`src/rtl/vfgc_pkg.sv`:
```
// Shared constants, types and helpers of the vehicle footprint grid cell unit.
package vfgc_pkg;

   // Lattice size: points per row and per column, both ends included.
   localparam int SAMPLES = 30;
   localparam int N1      = SAMPLES - 1;
   localparam int DSCALE  = 2 * N1;
   localparam int COLW    = 6;

   // Angles in Q8 degrees.
   localparam int QUARTER = 23040;
   localparam int HALF    = 46080;
   localparam int THREE_Q = 69120;
   localparam int FULL    = 92160;

   // Quarter-wave sine polynomial coefficients.
   localparam int SIN_A = 51472;
   localparam int SIN_B = 21024;
   localparam int SIN_C = 2320;

   // Division by 45 as a multiplication by a rounded-up reciprocal.
   localparam int Z_RECIP = 2982617;
   localparam int Z_SHIFT = 27;

   // Datapath widths.
   localparam int TW = 17;  // sine and cosine, signed Q1.15
   localparam int XW = 26;  // scaled lattice x
   localparam int YW = 24;  // scaled lattice y
   localparam int PW = 45;  // rotated point before scaling
   localparam int AW = 42;  // dividend, signed
   localparam int UW = 41;  // dividend magnitude after the floor fold
   localparam int DW = 23;  // divisor: grid spacing times the lattice scale

   // Pipeline depth: stage 0, sine, rotation and sum, divider.
   localparam int LAT = 1 + 5 + 2 + UW + 1;

   // Register indexes of the configuration port.
   typedef enum logic [1:0] {
      CSR_AXLE_TO_FRONT  = 2'd0,
      CSR_VEHICLE_LENGTH = 2'd1,
      CSR_VEHICLE_WIDTH  = 2'd2,
      CSR_GRID_SPACING   = 2'd3
   } csr_index_type;

   // Angle within its quadrant and the sign of the sine there.
   typedef struct packed {
      logic [14:0] tt;
      logic        neg;
   } quarter_type;

   // Split an angle in [0, FULL) into a quarter-wave argument and a sign.
   function automatic quarter_type quarter_of(input logic [16:0] a);
      quarter_type r;
      priority if (a >= 17'(THREE_Q)) begin
         r.tt  = 15'(17'(FULL) - a);
         r.neg = 1'b1;
      end else if (a >= 17'(HALF)) begin
         r.tt  = 15'(a - 17'(HALF));
         r.neg = 1'b1;
      end else if (a >= 17'(QUARTER)) begin
         r.tt  = 15'(17'(HALF) - a);
         r.neg = 1'b0;
      end else begin
         r.tt  = a[14:0];
         r.neg = 1'b0;
      end
      return r;
   endfunction

endpackage

```
`src/rtl/vfgc_div.sv`:
```
// Pipelined restoring floor divider, one quotient bit per stage.
module vfgc_div
   import vfgc_pkg::*;
(
   input  logic                 clock,
   input  logic                 en,
   input  logic signed [AW-1:0] dividend,
   input  logic        [DW-1:0] divisor,
   output logic        [15:0]   quotient
);

   logic [DW-1:0] rem_ff [0:UW];
   logic [DW-1:0] rem_in [1:UW];
   logic [UW-1:0] dq_ff  [0:UW];
   logic [UW-1:0] dq_in  [1:UW];
   logic [DW-1:0] dvs_ff [0:UW];
   logic          neg_ff [0:UW];
   logic [DW:0]   trial  [1:UW];
   logic          ge     [1:UW];

   // A negative dividend is folded: floor(a/d) = ~floor(~a/d).
   always_comb begin
      for (int k = 1; k <= UW; k++) begin
         trial[k] = {rem_ff[k-1], dq_ff[k-1][UW-1]};
         ge[k]    = trial[k] >= {1'b0, dvs_ff[k-1]};
         rem_in[k] = ge[k] ? DW'(trial[k] - {1'b0, dvs_ff[k-1]}) : DW'(trial[k]);
         dq_in[k]  = {dq_ff[k-1][UW-2:0], ge[k]};
      end
   end

   always_ff @(posedge clock) begin
      if (en) begin
         rem_ff[0] <= '0;
         dq_ff[0]  <= dividend[AW-1] ? ~dividend[UW-1:0] : dividend[UW-1:0];
         dvs_ff[0] <= divisor;
         neg_ff[0] <= dividend[AW-1];
         for (int k = 1; k <= UW; k++) begin
            rem_ff[k] <= rem_in[k];
            dq_ff[k]  <= dq_in[k];
            dvs_ff[k] <= dvs_ff[k-1];
            neg_ff[k] <= neg_ff[k-1];
         end
      end
   end

   assign quotient = dq_ff[UW][15:0] ^ {16{neg_ff[UW]}};

endmodule

```
`config.mk`:
```
export PLATFORM = sky130hd
export DESIGN_NAME = vfgc_div
export DESIGN_NICKNAME = d
export VERILOG_FILES = /design/src/rtl/vfgc_pkg.sv /design/src/rtl/vfgc_div.sv
export SDC_FILE = /design/constraint.sdc
export NUM_CORES = 2
export LEC_CHECK = 0
export ABC_CLOCK_PERIOD_IN_PS = 4900
export BUFFER_PORTS_ARGS = -buffer_cell sky130_fd_sc_hd__clkbuf_2
export CAP_MARGIN = 20
export CELL_PAD_IN_SITES_DETAIL_PLACEMENT = 0
export CELL_PAD_IN_SITES_GLOBAL_PLACEMENT = 1
export CORE_MARGIN = 4
export CORE_UTILIZATION = 53
export CTS_CLUSTER_SIZE = 20
export DETAILED_ROUTE_END_ITERATION = 12
export PLACE_DENSITY = 0.91
export SETUP_SLACK_MARGIN = 0.1
export SYNTH_ARGS = -nofsm -noshare
export SYNTH_HDL_FRONTEND = slang
export SYNTH_SLANG_ARGS = --single-unit
```
`constraint.sdc`:
```
create_clock -name clock -period 4.9 [get_ports clock]
set_clock_uncertainty 0.2 [all_clocks]
set_input_delay 0.245 -clock clock [delete_from_list [all_inputs] [get_ports clock]]
set_output_delay 0.245 -clock clock [all_outputs]
set_load 0.05 [all_outputs]
```
==> results.ini <==
[status]
status = finished clean

[synth]
syn_nets = 12314
synth_cells = 11286
synth_flop_cell = edfxtp_1
async_flop_share = 0
avgSynthCellArea_sq_um = 12.67
synth_edf_count = 2902
netlist_area_sq_um = 143000
ys_seq_elements = 2902
synth_cell_type_count = 92
yosysSeqAreaShare = 0.6093
synth_warnings = 0

[worst_setup_path]
rr_worst_depth = 12
reg2reg_from = dvs_ff[9][0]
r2r-end = rem_ff[1][79]
r2r_slack_ns = 0.64
worst_ep_required_time_ns = 5.31
cp_max_fo = 18
crit_start = dvs_ff[9][0]
critPathLaunchType = flop
cp_data_arrival_time_ns = 4.68
worstSetupEndpoint = rem_ff[1][79]
crit_path_end_kind = flop
crit_type = reg2reg

[pwr]
p_seq_frac = 0.376
power.internal_mw = 67.13
power_leakage_nw = 64.14
p_per_area_nw_per_um2 = 637.5
pwr-share-clk = 0.230
irDropWorstVdd_v = 0.0004290
power_frac_comb = 0.394
switchingPower_mw = 35.05
p_sw_frac = 0.3430

[floorplanning]
fp.dieH_microns = 527.5
die_x_microns = 527.5
die-area_sq_um = 278200
rows = 190
pin_count = 83
core_sq_um = 268200
initial_core_util = 0.5334

[clock_tree]
clockBufferDepth = 4
cts_resized = 0
postCtsSetupRepairBufs = 0
path_clk_slew_ns = 0.06
clockRootBuffer = clkbuf_16
cts_sinks = 2902
h-tree-depth = 5
numCtsBuffers = 311
cts_tree = yes
clock_latency_ns = 0.90
cts_hold_buffers = 171

[routing]
viasPerCell = 5.582
first_pass_iters = 6
drc_errors = 0
routed-via-count = 86907
wire_per_inst_microns = 18.37
ant_nets = 0
drt_iter0_drc = 6554
wirelength_mm = 286.0

[sta]
finalWorstSetupSlack_ns = 0.6365
min_period_over_period = 0.8701
worstMarginPinSlew_ns = 1.089
hold_viol = 0
final.setup.tns_ns = 0
holdWs_ns = 0.2047
grt_setup_unrepaired = no
slew_violations = 0
setup_violations = 0
slew_headroom = 0.2743
fmax_mhz = 234.6
period_needed_ns = 4.263

[global_route]
grt_usage = 0.2016
grt_max_degree = 182
grt_pass1_vias = 86482
antenna_found_initial = 4
grt_first_pass_wirelength_mm = 458.8
overflow = 0

[hold_path]
min_path_type = reg2reg

[placement]
portBuffers = 82
hpwl_mm = 204.1
place.gp.congestion = 0.9102
detailedPlace.worstSlack_ns = 0.6744

[flow_run]
max_cap_violations = 0

[cells_and_area]
n_fill_cell = 20852
final_cell_mix = 2,902 x edfxtp_1, 1,169 x inv_1, 922 x ha_1
drive_gt1_frac = 0.08790
area_growth_pct = 12.08
nNetsFinal = 12793
final_util = 0.5978
layout_commonest_cell = edfxtp_1

==> power by group through the flow <==
stage / Sequential [mW] / Combinational [mW] / Clock [mW]
3_5_place_dp: 38.9 / 39.4 / 0
5_1_grt: 38.9 / 44.9 / 25.3
2_1_floorplan: 37.1 / 31.3 / 0
4_1_cts: 38.5 / 40.0 / 24.1
6_report: 38.4 / 40.3 / 23.5
3_3_place_gp: 38.9 / 38.3 / 0
==> cell families after synthesis <==
logic type               Yosys count  synth area share
multiplexers                     375           0.02918
adder cells (fa/ha/maj)          961           0.08612
buffers and inverters           1365           0.03647
flip-flops                      2902            0.6093
AO/OA/AOI/OAI                   2722            0.1183
AND/OR/NAND/NOR                 2167           0.07201
XOR/XNOR                         794           0.04862
==> state kept, by name, indices dropped and copies added (netlist names) <==
register  count
dq_ff       997
dvs_ff      943
rem_ff      920
neg_ff       42
==> through the flow <==
| stage | std cells | total power, mW | area (sq um) |
|---|---|---|---|
| final | 15569 | 102.2 | 160300 |
| after global routing | 15569 | 109.0 | 160300 |
| after CTS | 15565 | 102.6 | 160300 |
| after detailed placement | 14832 | 78.40 | 148300 |
| after global placement | 14831 | 77.28 | 148300 |
| after floorplan | 11286 | 68.35 | 143000 |
==> final cells by class <==
cell class,instances,area (sq um),share of cell area
Sequential cell,2902,87140,0.5436
Tap cell,3552,4444,0.02773
Inverter,1169,4388,0.02737
Clock buffer,365,8177,0.05101
Multi-Input combinational cell,7019,50790,0.3169
Timing Repair Buffer,362,3311,0.02065
Clock inverter,197,2031,0.01267
Antenna cell,3,7.507,0.00004683
==> synth_stat cells (17+ instances only) <==
master | instances | area (sq um)
o21ai_1 | 32 | 160.2
and3_1 | 66 | 412.9
and2_1 | 27 | 168.9
buf_2 | 38 | 190.2
a31oi_1 | 97 | 606.8
a21o_1 | 423 | 3176
inv_1 | 1169 | 4388
nor2b_1 | 160 | 1001
nand2_1 | 700 | 2628
xor2_1 | 361 | 3162
o31a_1 | 27 | 236.5
a21oi_1 | 813 | 4069
nand2b_1 | 122 | 763.2
or3_1 | 33 | 206.5
edfxtp_1 | 2902 | 87140
nand3_1 | 127 | 635.6
ha_1 | 922 | 11540
mux2i_1 | 40 | 400.4
or2_2 | 17 | 106.4
o21a_1 | 115 | 863.3
nor3_1 | 121 | 605.6
o31ai_1 | 70 | 525.5
clkbuf_1 | 143 | 536.8
nand4_1 | 118 | 738.2
fa_1 | 39 | 780.8
o21bai_1 | 98 | 735.7
nor2_1 | 561 | 2106
a211oi_1 | 61 | 457.9
o211ai_1 | 28 | 210.2
a31o_2 | 21 | 183.9
mux2_2 | 333 | 3750
and4_1 | 32 | 280.3
nor4_1 | 23 | 143.9
o2111ai_1 | 25 | 219.0
a211o_1 | 25 | 219.0
xnor2_1 | 433 | 3792
o21ai_0 | 704 | 3523
a21boi_0 | 47 | 352.8
==> worst min-delay path by stage <==
stage	to	cells past startpoint	slack, ns	from
finish	dq_ff[0][446]	0	0.20	dq_ff[0][404]
floorplan	dvs_ff[0][0]	0	0.14	divisor[0]
detailed placement	dq_ff[0][161]	0	0.20	dq_ff[0][119]
CTS	dq_ff[0][28]	2	0.17	en
global route	dq_ff[0][70]	2	0.20	en
global placement	dq_ff[1][110]	0	0.20	dq_ff[1][68]
==> per-layer routing <==
metal,vias up,share of wire,track usage
li1,42507,-,-
met1,41893,0.44,0.2675
met2,1923,0.49,0.3465
met3,582,0.042,0.02523
met4,2,0.031,0.06311
met5,-,0.000045,0
==> critical path, cell delays in order, from the launching register on <==
cell	delay, ns
edfxtp_1	0.41
ha_1	0.24
fa_1	0.42
nor2b_1	0.14
o21ai_0	0.12
a21boi_0	0.28
o21ai_0	0.19
a21oi_1	0.40
a311o_1	0.33
a31oi_1	0.08
o211ai_1	0.46
buf_4	0.33
mux2_2	0.36
Note: power is estimated with default switching activity, not from simulation.
