<file path="config.mk">
export PLATFORM = sky130hd
export DESIGN_NAME = vfgc_qsin
export DESIGN_NICKNAME = d
export VERILOG_FILES = /design/src/rtl/vfgc_pkg.sv /design/src/rtl/vfgc_qsin.sv
export SDC_FILE = /design/constraint.sdc
export NUM_CORES = 2
export LEC_CHECK = 0
export ABC_AREA = 1
export BUFFER_PORTS_ARGS = -buffer_cell sky130_fd_sc_hd__buf_2
export CELL_PAD_IN_SITES_DETAIL_PLACEMENT = 1
export CELL_PAD_IN_SITES_GLOBAL_PLACEMENT = 1
export CORE_MARGIN = 8
export CORE_UTILIZATION = 51
export DETAILED_ROUTE_END_ITERATION = 10
export HOLD_SLACK_MARGIN = 0.02
export PLACE_DENSITY_LB_ADDON = 0.1
export SYNTH_ARGS = -nofsm -noshare
export SYNTH_HDL_FRONTEND = slang
export SYNTH_SLANG_ARGS = --single-unit
export TNS_END_PERCENT = 100
</file>
<file path="constraint.sdc">
create_clock -name clock -period 8.6 [get_ports clock]
set_input_delay 0.43 -clock clock [delete_from_list [all_inputs] [get_ports clock]]
set_output_delay 0.43 -clock clock [all_outputs]
set_load 0.05 [all_outputs]
</file>
<file path="src/rtl/vfgc_pkg.sv">
// Shared constants, types and helpers of the vehicle footprint grid cell unit.
package vfgc_pkg;

   // Lattice size: points per row and per column, both ends included.
   localparam int SAMPLES = 30;
   localparam int N1      = SAMPLES - 1;
   localparam int DSCALE  = 2 * N1;
   localparam int COLW    = 6;

   // Angles in Q8 degrees.
   localparam int QUARTER = 23040;
   localparam int HALF    = 46080;
   localparam int THREE_Q = 69120;
   localparam int FULL    = 92160;

   // Quarter-wave sine polynomial coefficients.
   localparam int SIN_A = 51472;
   localparam int SIN_B = 21024;
   localparam int SIN_C = 2320;

   // Division by 45 as a multiplication by a rounded-up reciprocal.
   localparam int Z_RECIP = 2982617;
   localparam int Z_SHIFT = 27;

   // Datapath widths.
   localparam int TW = 17;  // sine and cosine, signed Q1.15
   localparam int XW = 26;  // scaled lattice x
   localparam int YW = 24;  // scaled lattice y
   localparam int PW = 45;  // rotated point before scaling
   localparam int AW = 42;  // dividend, signed
   localparam int UW = 41;  // dividend magnitude after the floor fold
   localparam int DW = 23;  // divisor: grid spacing times the lattice scale

   // Pipeline depth: stage 0, sine, rotation and sum, divider.
   localparam int LAT = 1 + 5 + 2 + UW + 1;

   // Register indexes of the configuration port.
   typedef enum logic [1:0] {
      CSR_AXLE_TO_FRONT  = 2'd0,
      CSR_VEHICLE_LENGTH = 2'd1,
      CSR_VEHICLE_WIDTH  = 2'd2,
      CSR_GRID_SPACING   = 2'd3
   } csr_index_type;

   // Angle within its quadrant and the sign of the sine there.
   typedef struct packed {
      logic [14:0] tt;
      logic        neg;
   } quarter_type;

   // Split an angle in [0, FULL) into a quarter-wave argument and a sign.
   function automatic quarter_type quarter_of(input logic [16:0] a);
      quarter_type r;
      priority if (a >= 17'(THREE_Q)) begin
         r.tt  = 15'(17'(FULL) - a);
         r.neg = 1'b1;
      end else if (a >= 17'(HALF)) begin
         r.tt  = 15'(a - 17'(HALF));
         r.neg = 1'b1;
      end else if (a >= 17'(QUARTER)) begin
         r.tt  = 15'(17'(HALF) - a);
         r.neg = 1'b0;
      end else begin
         r.tt  = a[14:0];
         r.neg = 1'b0;
      end
      return r;
   endfunction

endpackage

</file>
<file path="src/rtl/vfgc_qsin.sv">
// Five-stage pipelined quarter-wave sine with sign.
module vfgc_qsin
   import vfgc_pkg::*;
(
   input  logic                 clock,
   input  logic                 en,
   input  quarter_type          arg,
   output logic signed [TW-1:0] value
);

   logic [15:0] z1_ff, z1_in, z2_ff, z3_ff, z4_ff;
   logic [15:0] zz2_ff, zz2_in, zz3_ff;
   logic [14:0] inner_ff, inner_in;
   logic [15:0] poly_ff, poly_in;
   logic signed [TW-1:0] value_ff, value_in;
   logic [3:0]  neg_ff;
   logic [20:0] num;
   logic [43:0] zprod;
   logic [31:0] sq;
   logic [27:0] zc;
   logic [30:0] zi;
   logic [32:0] zp;
   logic [16:0] mag;

   // Stage math: z, z squared, inner term, polynomial, final product.
   always_comb begin
      num      = {arg.tt, 6'b0} + 21'd22;
      zprod    = 44'(num) * 44'(Z_RECIP);
      z1_in    = 16'(zprod >> Z_SHIFT);
      sq       = 32'(z1_ff) * 32'(z1_ff);
      zz2_in   = 16'(sq >> 15);
      zc       = 28'(zz2_ff) * 28'(SIN_C);
      inner_in = 15'(15'(SIN_B) - 15'(zc >> 15));
      zi       = 31'(zz3_ff) * 31'(inner_ff);
      poly_in  = 16'(16'(SIN_A) - 16'(zi >> 15));
      zp       = 33'(z4_ff) * 33'(poly_ff) + 33'd16384;
      mag      = 17'(zp >> 15);
      value_in = neg_ff[3] ? -$signed(mag) : $signed(mag);
   end

   always_ff @(posedge clock) begin
      if (en) begin
         z1_ff    <= z1_in;
         z2_ff    <= z1_ff;
         zz2_ff   <= zz2_in;
         z3_ff    <= z2_ff;
         zz3_ff   <= zz2_ff;
         inner_ff <= inner_in;
         z4_ff    <= z3_ff;
         poly_ff  <= poly_in;
         value_ff <= value_in;
         neg_ff   <= {neg_ff[2:0], arg.neg};
      end
   end

   assign value = value_ff;

endmodule

</file>
==> results.json <==
{
  "hold_path_depth": 1,
  "pin_count_of_the_biggest_net_entering_global_routing": 76,
  "wl_microns": 102000,
  "syn_to_final_growth_pct": 4.13,
  "initial_utilization_pct": 51.4,
  "hold_path_class": "in -> reg",
  "floorplan.die.width_microns": 287,
  "arrival_ns": 7.22,
  "worstPathRequired_ns": 8.83,
  "antenna_found_initial": 0,
  "routedWlPerCell_microns": 18.4,
  "drt_drc_violations_left": 0,
  "setup_ws_ns": 1.60,
  "ctsResizeCount": 0,
  "detail_route.vias_per_cell": 5.12,
  "number_of_buffers_added_by_the_clock_tree_synthesis_step": 17,
  "totalNegativeSetupSlack_ns": 0,
  "synth-simple-area-share_pct": 16.2,
  "cts_tree": "done",
  "run_status": "finished clean",
  "antennaDiodeCount": 0,
  "clock_path_buffers": 2,
  "number_of_post_cts_setup_repair_buffers": 0,
  "placement.io_buffers": 34,
  "post_synth_xor_area_fraction_pct": 2.12,
  "setup.worst_path.end_class": "flop",
  "ios": 35,
  "fmaxAchievable_mhz": 143,
  "synth_enable_flop_cells": 148,
  "area_fraction_in_compound_gates_after_synthesis_pct": 3.75,
  "grt_setup_unrepaired": "false",
  "placement.cell_area_sq_mm": 0.0384,
  "wl_met1_microns": 45400,
  "post_synth_fa_ha_maj_area_fraction_pct": 50.8,
  "final.fill_count": 9116,
  "grt_overflow": 0,
  "synth_fp_nets": 5812,
  "asyncSetResetFlopFracSynth_pct": 0,
  "finalCriticalPeriod_ns": 7.00,
  "worstSetupPathType": "reg -> reg",
  "track_usage_pct": 25.7,
  "dr_wl_met3_microns": 3290,
  "drive_above_1_share_pct": 2.89,
  "first_global_vias": 32600,
  "hold_slack_ns": 0.167,
  "cell_area_synth_sq_mm": 0.0374,
  "detailroute.via_count": 28500,
  "share_of_the_yosys_chip_area_belonging_to_registers_pct": 11.9,
  "die_area_sq_mm": 0.0823,
  "clock_tree.root_cell": "clkbuf_16",
  "ys_ff_latch": 148,
  "die-height_microns": 287,
  "worst_setup_path_startpoint": "poly_ff[1]$_DFFE_PP_",
  "pre_cts_ws_ns": 1.68,
  "post_synth_mux_area_share_pct": 0,
  "finalSetupViolations": 0,
  "timing.slew.headroom_pct": 36.2,
  "rows": 99,
  "clock-sinks": 148,
  "timing_max_transition_violations_final": 0,
  "syn_area_per_cell_sq_um": 8.05,
  "synth_top_family_by_area": "adder cells",
  "reg2reg_setup_slack_ns": 1.60,
  "highest-signal-layer": "met4",
  "worst_r2r_endpoint": "value[14]$_DFFE_PP_",
  "ctsHoldBuffers": 0,
  "syn_inst": 4652,
  "r2r_start": "poly_ff[1]$_DFFE_PP_",
  "ys_warn_count": 0,
  "routabilityCongestion": 0.875,
  "met2_wirelength_microns": 50300,
  "tightest_slew_ns": 0.957,
  "drt_first_iter_violations": 1314,
  "dp.final_hpwl_microns": 85800,
  "nets": 5750,
  "path_max_fanout": 15,
  "cts_htree_levels": 4,
  "hold_viol_final": 0,
  "hold_path_startpoint": "arg[0]",
  "finish.instance_area_sq_mm": 0.0390,
  "wire_length_of_the_first_global_routing_pass_microns": 169000,
  "synth_cell_type_count": 43,
  "postRouteAntennaNets": 0,
  "fp.coreArea_sq_mm": 0.0728,
  "clock-skew-final_ns": 0.00980,
  "layout_worst_path_cycle_share_pct": 81.3,
  "clk_transition_reported_paths_ns": 0.07,
  "hold-path-endpoint": "neg_ff[0]$_DFFE_PP_",
  "drt_pass1_iterations": 6,
  "worst_r2r_path_depth": 25,
  "worst_skew_pair.late_latency_ns": 0.47,
  "max_cap_violations": 0,
  "ys_dominant_reg_cell": "edfxtp_1",
  "critPathLaunchType": "flop"
}
worst max path at each step:
stage / endpoint / slack [ns] / depth (start not counted)
finish: value[14]$_DFFE_PP_ / 1.60 / 25
CTS: value[14]$_DFFE_PP_ / 1.65 / 25
global route: value[14]$_DFFE_PP_ / 1.19 / 25
floorplan: poly_ff[12]$_DFFE_PP_ / 2.54 / 33
global placement: value[14]$_DFFE_PP_ / 1.85 / 25
detailed placement: value[14]$_DFFE_PP_ / 1.68 / 25
state kept, by name (all words and copies together) (netlist names), 16 cells and up:
name	cells
z4_ff	16
zz3_ff	16
z1_ff	16
z2_ff	16
value	17
poly_ff	16
zz2_ff	16
z3_ff	16
critical path: stages (launching register included):
cell and delay (ns):
edfxtp_1 0.86, nand2_1 0.19, fa_1 0.56, fa_1 0.55, inv_1 0.05, fa_1 0.50
inv_1 0.06, fa_1 0.57, fa_1 0.44, fa_1 0.49, inv_1 0.05, ha_1 0.34
nand2_1 0.09, nand2_1 0.07, o21bai_1 0.22, a21oi_1 0.16, nand2_1 0.13, xnor2_1 0.30
ha_1 0.25, nand3_2 0.15, nand2_1 0.20, nand3_2 0.13, nor2_2 0.17, nand2_1 0.08
nand2_1 0.07, nand2_1 0.05
cell type report:
type | instances | area (sq um) | area share (%)
Multi-Input combinational cell | 2987 | 27300 | 70.0
Clock inverter | 13 | 104 | 0.266
Sequential cell | 148 | 4440 | 11.4
Timing Repair Buffer | 52 | 312 | 0.799
Clock buffer | 19 | 433 | 1.11
Tap cell | 959 | 1200 | 3.08
Inverter | 1384 | 5190 | 13.3
metrics by stage:
stage / std cells / utilization (%)
2_1_floorplan: 4652 / -
3_3_place_gp: 5530 / 52.8
3_5_place_dp: 5530 / 52.8
4_1_cts: 5562 / 53.5
5_1_grt: 5562 / 53.5
6_report: 5562 / 53.5
logic make-up after synthesis:
logic type / after synthesis
buffers and inverters: 1517
AOI/OAI and AO/OA: 255
xor gates and xnor gates: 89
adders and majority gates: 1142
and+or+nand+nor: 1501
DFF: 148
routing by layer:
layer | global-route usage (%) | vias up
li1 | - | 13500
met1 | 33.2 | 14300
met2 | 44.8 | 469
met3 | 3.13 | 172
met4 | 8.16 | 0
met5 | 0 | -
cells in the mapped netlist, drive strengths merged, types with 3 or more instances:
library cell / n / area (sq um)
edfxtp: 148 / 4440
nand3: 115 / 603
clkbuf: 131 / 492
nor2: 163 / 654
xor2: 56 / 498
o21ai: 62 / 310
o21bai: 15 / 113
nor4: 5 / 31.3
and2: 4 / 25.0
o221ai: 4 / 35.0
o211ai: 4 / 30.0
a21o: 9 / 67.6
a21oi: 144 / 724
nand4: 18 / 113
xnor2: 33 / 297
a31oi: 9 / 56.3
nand2: 1147 / 4360
inv: 1384 / 5190
nor3: 31 / 160
nand3b: 15 / 113
o21a: 3 / 22.5
fa: 630 / 12600
ha: 512 / 6410
placed cells by master, fill, tap and decap left out, types with 2 or more instances in the layout:
cell and instances:
nor2_2 8, a21oi_1 143, a21o_1 9, xnor2_1 32, clkinv_2 2, xor2_1 55
o211ai_1 4, nand4_1 18, nor4_1 5, inv_1 1375, nor2_1 152, a21boi_0 2
and2_1 4, clkbuf_16 17, ha_1 512, edfxtp_1 148, fa_1 630, buf_2 33
nand2_1 1126, inv_6 2, inv_2 9, a31oi_1 9, clkinv_4 7, o21ai_0 51
nand2_2 20, nor3_1 30, clkbuf_1 2, nor2_4 3, o21bai_1 15, o21ai_1 11
o21a_1 3, nand3b_1 15, nand3_2 3, nand3_1 111, buf_4 18, o221ai_1 4
or2_2 2
Power is not shown: default switching activity piles up to over one toggle a cycle in this logic, so the estimate is an artifact.
